$ cat src/rtl/core/gba_pkg.sv
`timescale 1ns / 1ps
`default_nettype none

package gba_pkg;

   localparam int EST_W           = 16;
   localparam int SUM_W           = 32;
   localparam int ARM_OUT_W       = 2;
   localparam int DEF_NUM_ARMS    = 4;
   localparam int DEF_COUNT_WIDTH = 16;

   typedef logic signed [EST_W-1:0] est_type;
   typedef logic signed [SUM_W-1:0] sum_type;
   typedef logic [ARM_OUT_W-1:0]    arm_out_type;

endpackage

`default_nettype wire

$ cat src/rtl/core/greedy_bandit_agent_unit.sv
// One request in flight; req_ready returns with rsp_valid. The mean update runs a 16-step
// restoring divider, skipped on the first play of an arm, and the argmax scan reads the
// estimate memory one arm a cycle. The result register lets the next request in while a
// response still waits. Synchronous active-high reset clears the played flags, the running
// reward total, the current arm and the response valid.
`timescale 1ns / 1ps
`default_nettype none

module greedy_bandit_agent_unit
   import gba_pkg::*;
#(
   parameter int NUM_ARMS    = DEF_NUM_ARMS,
   parameter int COUNT_WIDTH = DEF_COUNT_WIDTH
) (
   input  wire logic        clock,
   input  wire logic        reset,
   input  wire logic        req_valid,
   output logic             req_ready,
   input  wire est_type     req_reward,
   output logic             rsp_valid,
   input  wire logic        rsp_ready,
   output arm_out_type      rsp_arm_played,
   output est_type          rsp_updated_estimate,
   output arm_out_type      rsp_next_arm,
   output sum_type          rsp_total_reward
);

   localparam int ARM_W   = (NUM_ARMS > 1) ? $clog2(NUM_ARMS) : 1;
   localparam int ARM_X_W = (ARM_W > ARM_OUT_W) ? ARM_W : ARM_OUT_W;
   localparam int STEP_W  = $clog2(EST_W);
   localparam logic [ARM_W-1:0]       LAST_ARM  = ARM_W'(NUM_ARMS - 1);
   localparam logic [STEP_W-1:0]      LAST_STEP = STEP_W'(EST_W - 1);
   localparam logic [COUNT_WIDTH-1:0] CNT_MAX   = '1;
   localparam logic [COUNT_WIDTH-1:0] CNT_ONE   = COUNT_WIDTH'(1);
   localparam sum_type SUM_MAX = {1'b0, {(SUM_W-1){1'b1}}};
   localparam sum_type SUM_MIN = {1'b1, {(SUM_W-1){1'b0}}};

   localparam logic [2:0] S_IDLE  = 3'd0;
   localparam logic [2:0] S_READ  = 3'd1;
   localparam logic [2:0] S_DIV   = 3'd2;
   localparam logic [2:0] S_WRITE = 3'd3;
   localparam logic [2:0] S_SCAN  = 3'd4;
   localparam logic [2:0] S_LAST  = 3'd5;
   localparam logic [2:0] S_OUT   = 3'd6;

   // estimate and count memories
   est_type                est_mem [NUM_ARMS];
   logic [COUNT_WIDTH-1:0] cnt_mem [NUM_ARMS];

   logic [2:0]             state_ff, state_in;
   est_type                reward_ff, reward_in;
   logic [ARM_W-1:0]       cur_arm_ff, cur_arm_in;
   logic [NUM_ARMS-1:0]    played_ff, played_in;
   sum_type                sum_ff, sum_in;
   est_type                rd_est_ff;
   logic [COUNT_WIDTH-1:0] rd_cnt_ff;
   est_type                q_ff, q_in;
   logic                   first_ff, first_in;
   logic                   neg_ff, neg_in;
   logic [COUNT_WIDTH-1:0] cnt_new_ff, cnt_new_in;
   logic [COUNT_WIDTH-1:0] rem_ff, rem_in;
   logic [EST_W-1:0]       quo_ff, quo_in;
   logic [STEP_W-1:0]      step_ff, step_in;
   logic [ARM_W-1:0]       scan_ff, scan_in;
   logic [ARM_W-1:0]       cmp_idx_ff, cmp_idx_in;
   logic                   cmp_vld_ff, cmp_vld_in;
   logic                   found_ff, found_in;
   logic [ARM_W-1:0]       best_idx_ff, best_idx_in;
   est_type                best_est_ff, best_est_in;
   est_type                est_res_ff, est_res_in;
   logic                   rsp_valid_ff, rsp_valid_in;
   arm_out_type            rsp_arm_ff, rsp_arm_in;
   est_type                rsp_est_ff, rsp_est_in;
   arm_out_type            rsp_next_ff, rsp_next_in;
   sum_type                rsp_sum_ff, rsp_sum_in;

   logic [ARM_W-1:0]       rd_addr;
   logic                   wr_en;
   est_type                wr_est;
   logic signed [EST_W:0]  diff;
   logic signed [EST_W:0]  mag;
   logic signed [SUM_W:0]  sum_ext;
   logic [COUNT_WIDTH:0]   rem_sh;
   logic [COUNT_WIDTH:0]   rem_sub;
   logic                   ge;
   logic signed [EST_W:0]  quo_s;
   logic signed [EST_W:0]  est_sum;
   logic [ARM_X_W-1:0]     cur_x;
   logic [ARM_X_W-1:0]     best_x;

   always_ff @(posedge clock) begin
      if (wr_en) begin
         est_mem[cur_arm_ff] <= wr_est;
         cnt_mem[cur_arm_ff] <= cnt_new_ff;
      end
      rd_est_ff <= est_mem[rd_addr];
      rd_cnt_ff <= cnt_mem[rd_addr];
   end

   assign rd_addr = (state_ff == S_SCAN) ? scan_ff : cur_arm_ff;

   assign diff    = {reward_ff[EST_W-1], reward_ff} - {rd_est_ff[EST_W-1], rd_est_ff};
   assign mag     = diff[EST_W] ? -diff : diff;
   assign sum_ext = {sum_ff[SUM_W-1], sum_ff} + (SUM_W+1)'(reward_ff);
   assign rem_sh  = {rem_ff, quo_ff[EST_W-1]};
   assign rem_sub = rem_sh - {1'b0, cnt_new_ff};
   assign ge      = (rem_sh >= {1'b0, cnt_new_ff});
   assign quo_s   = neg_ff ? -$signed({1'b0, quo_ff}) : $signed({1'b0, quo_ff});
   assign est_sum = {q_ff[EST_W-1], q_ff} + quo_s;
   assign wr_est  = first_ff ? reward_ff : est_sum[EST_W-1:0];
   assign cur_x   = ARM_X_W'(cur_arm_ff);
   assign best_x  = ARM_X_W'(best_idx_ff);

   always_comb begin
      state_in     = state_ff;
      reward_in    = reward_ff;
      cur_arm_in   = cur_arm_ff;
      played_in    = played_ff;
      sum_in       = sum_ff;
      q_in         = q_ff;
      first_in     = first_ff;
      neg_in       = neg_ff;
      cnt_new_in   = cnt_new_ff;
      rem_in       = rem_ff;
      quo_in       = quo_ff;
      step_in      = step_ff;
      scan_in      = scan_ff;
      cmp_idx_in   = scan_ff;
      cmp_vld_in   = 1'b0;
      found_in     = found_ff;
      best_idx_in  = best_idx_ff;
      best_est_in  = best_est_ff;
      est_res_in   = est_res_ff;
      rsp_valid_in = rsp_valid_ff && !rsp_ready;
      rsp_arm_in   = rsp_arm_ff;
      rsp_est_in   = rsp_est_ff;
      rsp_next_in  = rsp_next_ff;
      rsp_sum_in   = rsp_sum_ff;
      wr_en        = 1'b0;
      req_ready    = 1'b0;

      // argmax scan: first unplayed arm wins, else strictly greater estimate
      if (cmp_vld_ff && !found_ff) begin
         if (!played_ff[cmp_idx_ff]) begin
            found_in    = 1'b1;
            best_idx_in = cmp_idx_ff;
         end else if (cmp_idx_ff == '0 || rd_est_ff > best_est_ff) begin
            best_idx_in = cmp_idx_ff;
            best_est_in = rd_est_ff;
         end
      end

      case (state_ff)
         S_IDLE: begin
            req_ready = 1'b1;
            if (req_valid) begin
               reward_in = req_reward;
               state_in  = S_READ;
            end
         end
         S_READ: begin
            first_in = !played_ff[cur_arm_ff];
            q_in     = rd_est_ff;
            neg_in   = diff[EST_W];
            quo_in   = mag[EST_W-1:0];
            rem_in   = '0;
            step_in  = '0;
            if (!played_ff[cur_arm_ff])
               cnt_new_in = CNT_ONE;
            else if (rd_cnt_ff == CNT_MAX)
               cnt_new_in = rd_cnt_ff;
            else
               cnt_new_in = rd_cnt_ff + CNT_ONE;
            // clamp the running total on overflow
            if (sum_ext[SUM_W] != sum_ext[SUM_W-1])
               sum_in = sum_ext[SUM_W] ? SUM_MIN : SUM_MAX;
            else
               sum_in = sum_ext[SUM_W-1:0];
            state_in = played_ff[cur_arm_ff] ? S_DIV : S_WRITE;
         end
         S_DIV: begin
            rem_in  = ge ? rem_sub[COUNT_WIDTH-1:0] : rem_sh[COUNT_WIDTH-1:0];
            quo_in  = {quo_ff[EST_W-2:0], ge};
            step_in = step_ff + 1'b1;
            if (step_ff == LAST_STEP)
               state_in = S_WRITE;
         end
         S_WRITE: begin
            wr_en                 = 1'b1;
            played_in[cur_arm_ff] = 1'b1;
            est_res_in            = wr_est;
            scan_in               = '0;
            found_in              = 1'b0;
            state_in              = S_SCAN;
         end
         S_SCAN: begin
            cmp_vld_in = 1'b1;
            if (scan_ff == LAST_ARM)
               state_in = S_LAST;
            else
               scan_in = scan_ff + 1'b1;
         end
         S_LAST: begin
            state_in = S_OUT;
         end
         S_OUT: begin
            // hold until the result register is free
            if (!rsp_valid_ff || rsp_ready) begin
               rsp_valid_in = 1'b1;
               rsp_arm_in   = cur_x[ARM_OUT_W-1:0];
               rsp_est_in   = est_res_ff;
               rsp_next_in  = best_x[ARM_OUT_W-1:0];
               rsp_sum_in   = sum_ff;
               cur_arm_in   = best_idx_ff;
               state_in     = S_IDLE;
            end
         end
         default: begin
            state_in = S_IDLE;
         end
      endcase
   end

   always_ff @(posedge clock) begin
      if (reset) begin
         state_ff     <= S_IDLE;
         cur_arm_ff   <= '0;
         played_ff    <= '0;
         sum_ff       <= '0;
         cmp_vld_ff   <= 1'b0;
         rsp_valid_ff <= 1'b0;
      end else begin
         state_ff     <= state_in;
         cur_arm_ff   <= cur_arm_in;
         played_ff    <= played_in;
         sum_ff       <= sum_in;
         cmp_vld_ff   <= cmp_vld_in;
         rsp_valid_ff <= rsp_valid_in;
      end
   end

   always_ff @(posedge clock) begin
      reward_ff   <= reward_in;
      q_ff        <= q_in;
      first_ff    <= first_in;
      neg_ff      <= neg_in;
      cnt_new_ff  <= cnt_new_in;
      rem_ff      <= rem_in;
      quo_ff      <= quo_in;
      step_ff     <= step_in;
      scan_ff     <= scan_in;
      cmp_idx_ff  <= cmp_idx_in;
      found_ff    <= found_in;
      best_idx_ff <= best_idx_in;
      best_est_ff <= best_est_in;
      est_res_ff  <= est_res_in;
      rsp_arm_ff  <= rsp_arm_in;
      rsp_est_ff  <= rsp_est_in;
      rsp_next_ff <= rsp_next_in;
      rsp_sum_ff  <= rsp_sum_in;
   end

   assign rsp_valid            = rsp_valid_ff;
   assign rsp_arm_played       = rsp_arm_ff;
   assign rsp_updated_estimate = rsp_est_ff;
   assign rsp_next_arm         = rsp_next_ff;
   assign rsp_total_reward     = rsp_sum_ff;

endmodule

`default_nettype wire

$ cat config.mk
export PLATFORM = sky130hd
export DESIGN_NAME = greedy_bandit_agent_unit
export DESIGN_NICKNAME = d
export VERILOG_FILES = /design/src/rtl/core/gba_pkg.sv /design/src/rtl/core/greedy_bandit_agent_unit.sv
export SDC_FILE = /design/constraint.sdc
export NUM_CORES = 1
export LEC_CHECK = 0
export BUFFER_PORTS_ARGS = -buffer_cell sky130_fd_sc_hd__buf_4
export CORE_MARGIN = 8
export CORE_UTILIZATION = 55
export CTS_CLUSTER_SIZE = 16
export DETAILED_ROUTE_END_ITERATION = 6
export PLACE_DENSITY = 0.72
export SLEW_MARGIN = 0
export SYNTH_ARGS = -nofsm -noshare
export SYNTH_HDL_FRONTEND = slang
export SYNTH_SLANG_ARGS = --single-unit
$ cat constraint.sdc
create_clock -name clock -period 13.6 [get_ports clock]
set_clock_uncertainty 0.2 [all_clocks]
set_input_delay 2.72 -clock clock [delete_from_list [all_inputs] [get_ports clock]]
set_output_delay 2.72 -clock clock [all_outputs]
set_load 0.02 [all_outputs]
After elaboration in Yosys (flattened, before gate mapping):

Memory sizes are Yosys's and may differ from the RTL's. A register that Yosys moved wholly into a read port is not among the register bits.
Cells that the tools add are included.

* $add $sub $neg: 9
* order comparisons: 5
* equal/unequal tests: 16
* multiplexer cells: 34
* bitwise logic cells: 2
* reduce and logical (&&, ||, !) cells: 20

Operators by type and width (count)
* 16-bit 2-to-1 mux: 5
* 32-bit 2-to-1 mux: 2
* 16-bit one-hot mux with 2 select lines: 2
* 32-bit by 16-bit adder with 33-bit output: 1
* 16-bit negator: 2
* 3-bit one-hot mux with 7 select lines: 1
* 17-bit by 16-bit greater-or-equal comparator with 1-bit output: 1
* 16-bit by 16-bit subtractor with 17-bit output: 1
* 16-bit by 1-bit adder with 16-bit output (second input constant): 1
* 16-bit adder: 1
* 16-bit == test (second input constant): 1
* 16-bit greater-than comparator: 1
* 16-bit subtractor: 1
* 3-bit 2-to-1 mux: 4
* 1-bit 2-to-1 mux: 11
* 2-bit AND reduction: 5
* 3-bit == test (second input constant): 3
* 2-bit 2-to-1 mux: 4
* 2-bit inequality test (second input constant): 4
* 4-bit one-hot mux with 2 select lines: 1
* 3-bit by 2-bit == test with 1-bit output (second input constant): 2
* 2-bit by 3-bit < comparator with 1-bit output (second input constant): 2
* 4-bit by 1-bit adder with 4-bit output (second input constant): 1
* 1-bit binary-select mux with 2-bit select: 2
* 19 further kinds: 27

* register bits after elaboration: 220
* bits in writable memories: 128
* input bits: 20
* word-level logic and storage cells: 112
* memories: 2

Memory list
* cnt_mem: depth 4, bits a word 16, rd ports 1, clocked after Yosys merged registers in 1, write ports 1, line greedy_bandit_agent_unit.sv:48 `logic [COUNT_WIDTH-1:0] cnt_mem [NUM_ARMS];`
* est_mem: depth 4, bits a word 16, rd ports 1, clocked after Yosys merged registers in 1, write ports 1, line greedy_bandit_agent_unit.sv:47 `est_type est_mem [NUM_ARMS];`

Longest topological paths before layout:

* depth after elaboration: 5
* mapped depth: 16
* gate-level depth less buffers: 16

Worst setup path after synthesis:

No wires, ideal clock.

* path type: input -> register
* from: in rsp_ready
* to: reg cur_arm_ff[0]
* data arrival time: 5.611 ns
* setup slack: 7.662 ns
* cell stages on the path: 5
* buffers on the path: 0
* path through: nand2b_1 -> nand2_1 -> nor2_1 -> mux2i_1 -> nor2_1

* cells in the longest elaborated chain, start to end: 2

RTL lines
* start, declared: line greedy_bandit_agent_unit.sv:21 `input wire logic rsp_ready,`
* 1-bit logical OR: line greedy_bandit_agent_unit.sv:208 `if (!rsp_valid_ff || rsp_ready) begin`
* 2-bit AND reduction (no source line)
* end signal, assigned: line greedy_bandit_agent_unit.sv:234 `cur_arm_ff <= cur_arm_in;`
* end, declared: line greedy_bandit_agent_unit.sv:52 `logic [ARM_W-1:0] cur_arm_ff, cur_arm_in;`

Every way passes these cells.
A chain may end at the register's enable or synchronous reset.

Worst setup path after layout:

* from: reg state_ff[2]
* to: out req_ready

* cells in the longest elaborated chain, start to end: 2

RTL lines
* start, declared: line greedy_bandit_agent_unit.sv:50 `logic [2:0] state_ff, state_in;`
* start signal, assigned: line greedy_bandit_agent_unit.sv:233 `state_ff <= state_in;`
* 3-bit zero test: line greedy_bandit_agent_unit.sv:153 `case (state_ff)`
* 1-bit 2-to-1 mux: line greedy_bandit_agent_unit.sv:153
* end, declared: line greedy_bandit_agent_unit.sv:18 `output logic req_ready,`

Every way passes these cells.

==> results.json <==
{
  "synth_compound_area_share_pct": 11.4,
  "synth-simple-area-share_pct": 11.2,
  "clk_latency_ns": 0.53,
  "numPortBuffers": 73,
  "grt.busiest_layer": "met2",
  "grt_max_degree": 46,
  "die_area_um2": 39900,
  "drtPass1Iterations": 5,
  "synth_cell_type_count": 75,
  "synth_ff_type": "edfxtp_1",
  "cts_buffer_depth": 3,
  "drive_gt1_share_pct": 13.5,
  "rows": 67,
  "ioPinCount": 74,
  "fin_ws_ns": 9.15,
  "yosysSeqAreaShare_pct": 57.2,
  "clock_sinks": 380,
  "yosys.area_share.adder_pct": 7.23,
  "min_period_ns": 4.45,
  "detail_route.wl_per_cell_um": 19.9,
  "detail-route-antenna-nets": 0,
  "total_power_w": 0.00398,
  "worstPathRequired_ns": 10.68,
  "rsz0062_at_grt": "false",
  "p_leak_nw": 7.96,
  "groute.usage.overall_pct": 20.9,
  "critPathLaunchType": "flip-flop",
  "clkTransAtPathRegs_ns": 0.06,
  "run_status": "finished clean",
  "drcViolationCount": 0,
  "synth_top_area_cell": "edfxtp_1",
  "synth.most_common_cell": "edfxtp_1",
  "synth_top_family_by_area": "compound AO/OA/AOI/OAI gates",
  "first_iter_violations": 892,
  "syn2layout_area_growth_pct": 13.0,
  "place_worst_setup_slack_ns": 8.80,
  "post-cts-setup-buffer-count": 0,
  "synth_edf_count": 302,
  "cp-end-kind": "output port",
  "die_x_um": 200,
  "htree_num_levels": 2,
  "cp.arrival_ns": 1.53,
  "async_reset_ff_share_pct": 0,
  "worstHoldPathType": "flip-flop to flip-flop",
  "slew_headroom_pct": 37.6,
  "max_freq_mhz": 225,
  "setup_tns_ns": 0,
  "peakVddDrop_uv": 119,
  "diodes": 0,
  "start_util_pct": 55.6,
  "drt_wl_total_um": 41500,
  "grtUsageMet1_pct": 27.9,
  "hold_viol": 0,
  "routabilityCongestion": 0.850,
  "synth_xor_area_share_pct": 4.76,
  "power.density_nw_per_um2": 189,
  "cap_violations": 0,
  "core-area_um2": 33400,
  "grt_pass1_vias": 12060,
  "layout.nets": 1739,
  "synthCells": 1536,
  "synth_commonest_cells": "302 x edfxtp_1, 135 x nor2_1, 106 x nand2_1, 104 x a21oi_1, 101 x ha_1",
  "finalSetupViolations": 0,
  "multiInputGateArea_um2": 7530,
  "antenna_found_initial": 0,
  "synthMuxAreaShare_pct": 5.51,
  "die_h_um": 200,
  "cts_tree": "built",
  "routed-via-count": 12293,
  "fillerInstances": 2569,
  "grt_overflow_total": 0,
  "crit_fanout": 14,
  "hpwl_um": 28400,
  "critical_path_class": "flip-flop to output port",
  "yosys_warnings": 0,
  "grt_pass1_wl_um": 65300,
  "tightest_slew_ns": 0.935,
  "ys_ff_latch": 380,
  "ff_latch_area_um2": 10600,
  "cts_resized": 0,
  "cts_buffers": 39,
  "avgViaCountPerCell": 5.88,
  "syn_area_per_cell_um2": 12.1,
  "holdBufCountCts": 0,
  "synth_area_leaders": "edfxtp_1 49%, dfxtp_1 8.4%, ha_1 6.8%, mux4_2 4.0%, xnor2_1 3.1%",
  "syn_nets": 1661,
  "synth_top_area_share_pct": 48.8,
  "grt_use_met2_pct": 34.0,
  "fin_crit_sh_pct": 32.7,
  "syn_area_um2": 18600,
  "clockRootBuffer": "clkbuf_16",
  "grtUsageMet3_pct": 4.02,
  "drv_slew": 0
}
-- final timing paths --
check,startpoint,end,slack [ns],cells after the start
min,est_res_ff[8],rsp_updated_estimate[8],0.21,0
min reg2reg,est_res_ff[8],rsp_updated_estimate[8],0.21,0
max,state_ff[2],req_ready,9.15,2
max reg2reg,neg_ff,est_mem[3][15],9.22,11
-- sequential cells by signal (all words and copies together), names as in the netlist, 3 cells and up --
name                  flops
rd_cnt_ff                16
rd_est_ff                16
cnt_mem                  64
q_ff                     16
best_est_ff              16
rsp_total_reward         32
rem_ff                   16
est_mem                  64
cnt_new_ff               16
rsp_updated_estimate     16
played_ff                 4
state_ff                  3
est_res_ff               16
step_ff                   4
sum_ff                   32
reward_ff                16
quo_ff                   16
-- kinds of logic after synthesis --
logic type | Yosys count
AOI/OAI and AO/OA | 327
DFF | 380
xor gates and xnor gates | 101
adders and majority gates | 105
and+or+nand+nor | 433
buffers and inverters | 130
muxes | 60
-- cell usage in the layout (no fill, tap or decap), types with 25 or more instances in the layout --
master	count
a21o_1	25
a21oi_1	104
buf_4	90
clkbuf_16	39
dfxtp_1	78
edfxtp_1	302
ha_1	101
inv_1	77
mux4_2	33
nand2_1	106
nand3_1	40
nor2_1	131
nor3_1	34
o21ai_0	63
xnor2_1	65
xor2_1	36
-- power by group --
group / internal (W) / switching, W / total (W) / leakage [nW]
clock: 0.000664 / 0.000432 / 0.00110 / 0.655
sequential: 0.00145 / 0.000126 / 0.00157 / 3.41
combinational: 0.000554 / 0.000757 / 0.00131 / 3.89
total: 0.00266 / 0.00131 / 0.00398 / 7.96
-- layout make-up --
cell class / count / area share [%]
clock buffers: 52 / 5.21
clock inverters: 18 / 1.11
inverters: 77 / 1.38
multi-input cells: 1026 / 35.8
flip-flops and latches: 380 / 50.6
well taps: 448 / 2.67
repair buffers: 90 / 3.21
-- per-stage QoR --
stage / utilization, % / hold slack (ns) / instances / instance area, um2
final: 62.8 / 0.215 / 2091 / 21000
after global routing: 62.8 / 0.224 / 2091 / 21000
after CTS: 62.8 / 0.216 / 2091 / 21000
after detailed placement: 58.9 / 0.205 / 2021 / 19700
after global placement: 58.9 / 0.202 / 2021 / 19700
after floorplan: - / 0.173 / 1536 / 18600
-- layer usage --
metal  vias to the layer above  part of all wire (%)
met4                         0                   3.1
met5                         -                     0
met2                       334                    47
li1                       5890                     -
met1                      5984                    44
met3                        85                   6.2
-- critical path, stage by stage, from the launching register on --
cell,delay (ns)
dfxtp_1,0.44
nor3_1,0.35
buf_4,0.21
Note: power is estimated with default switching activity, not from simulation.
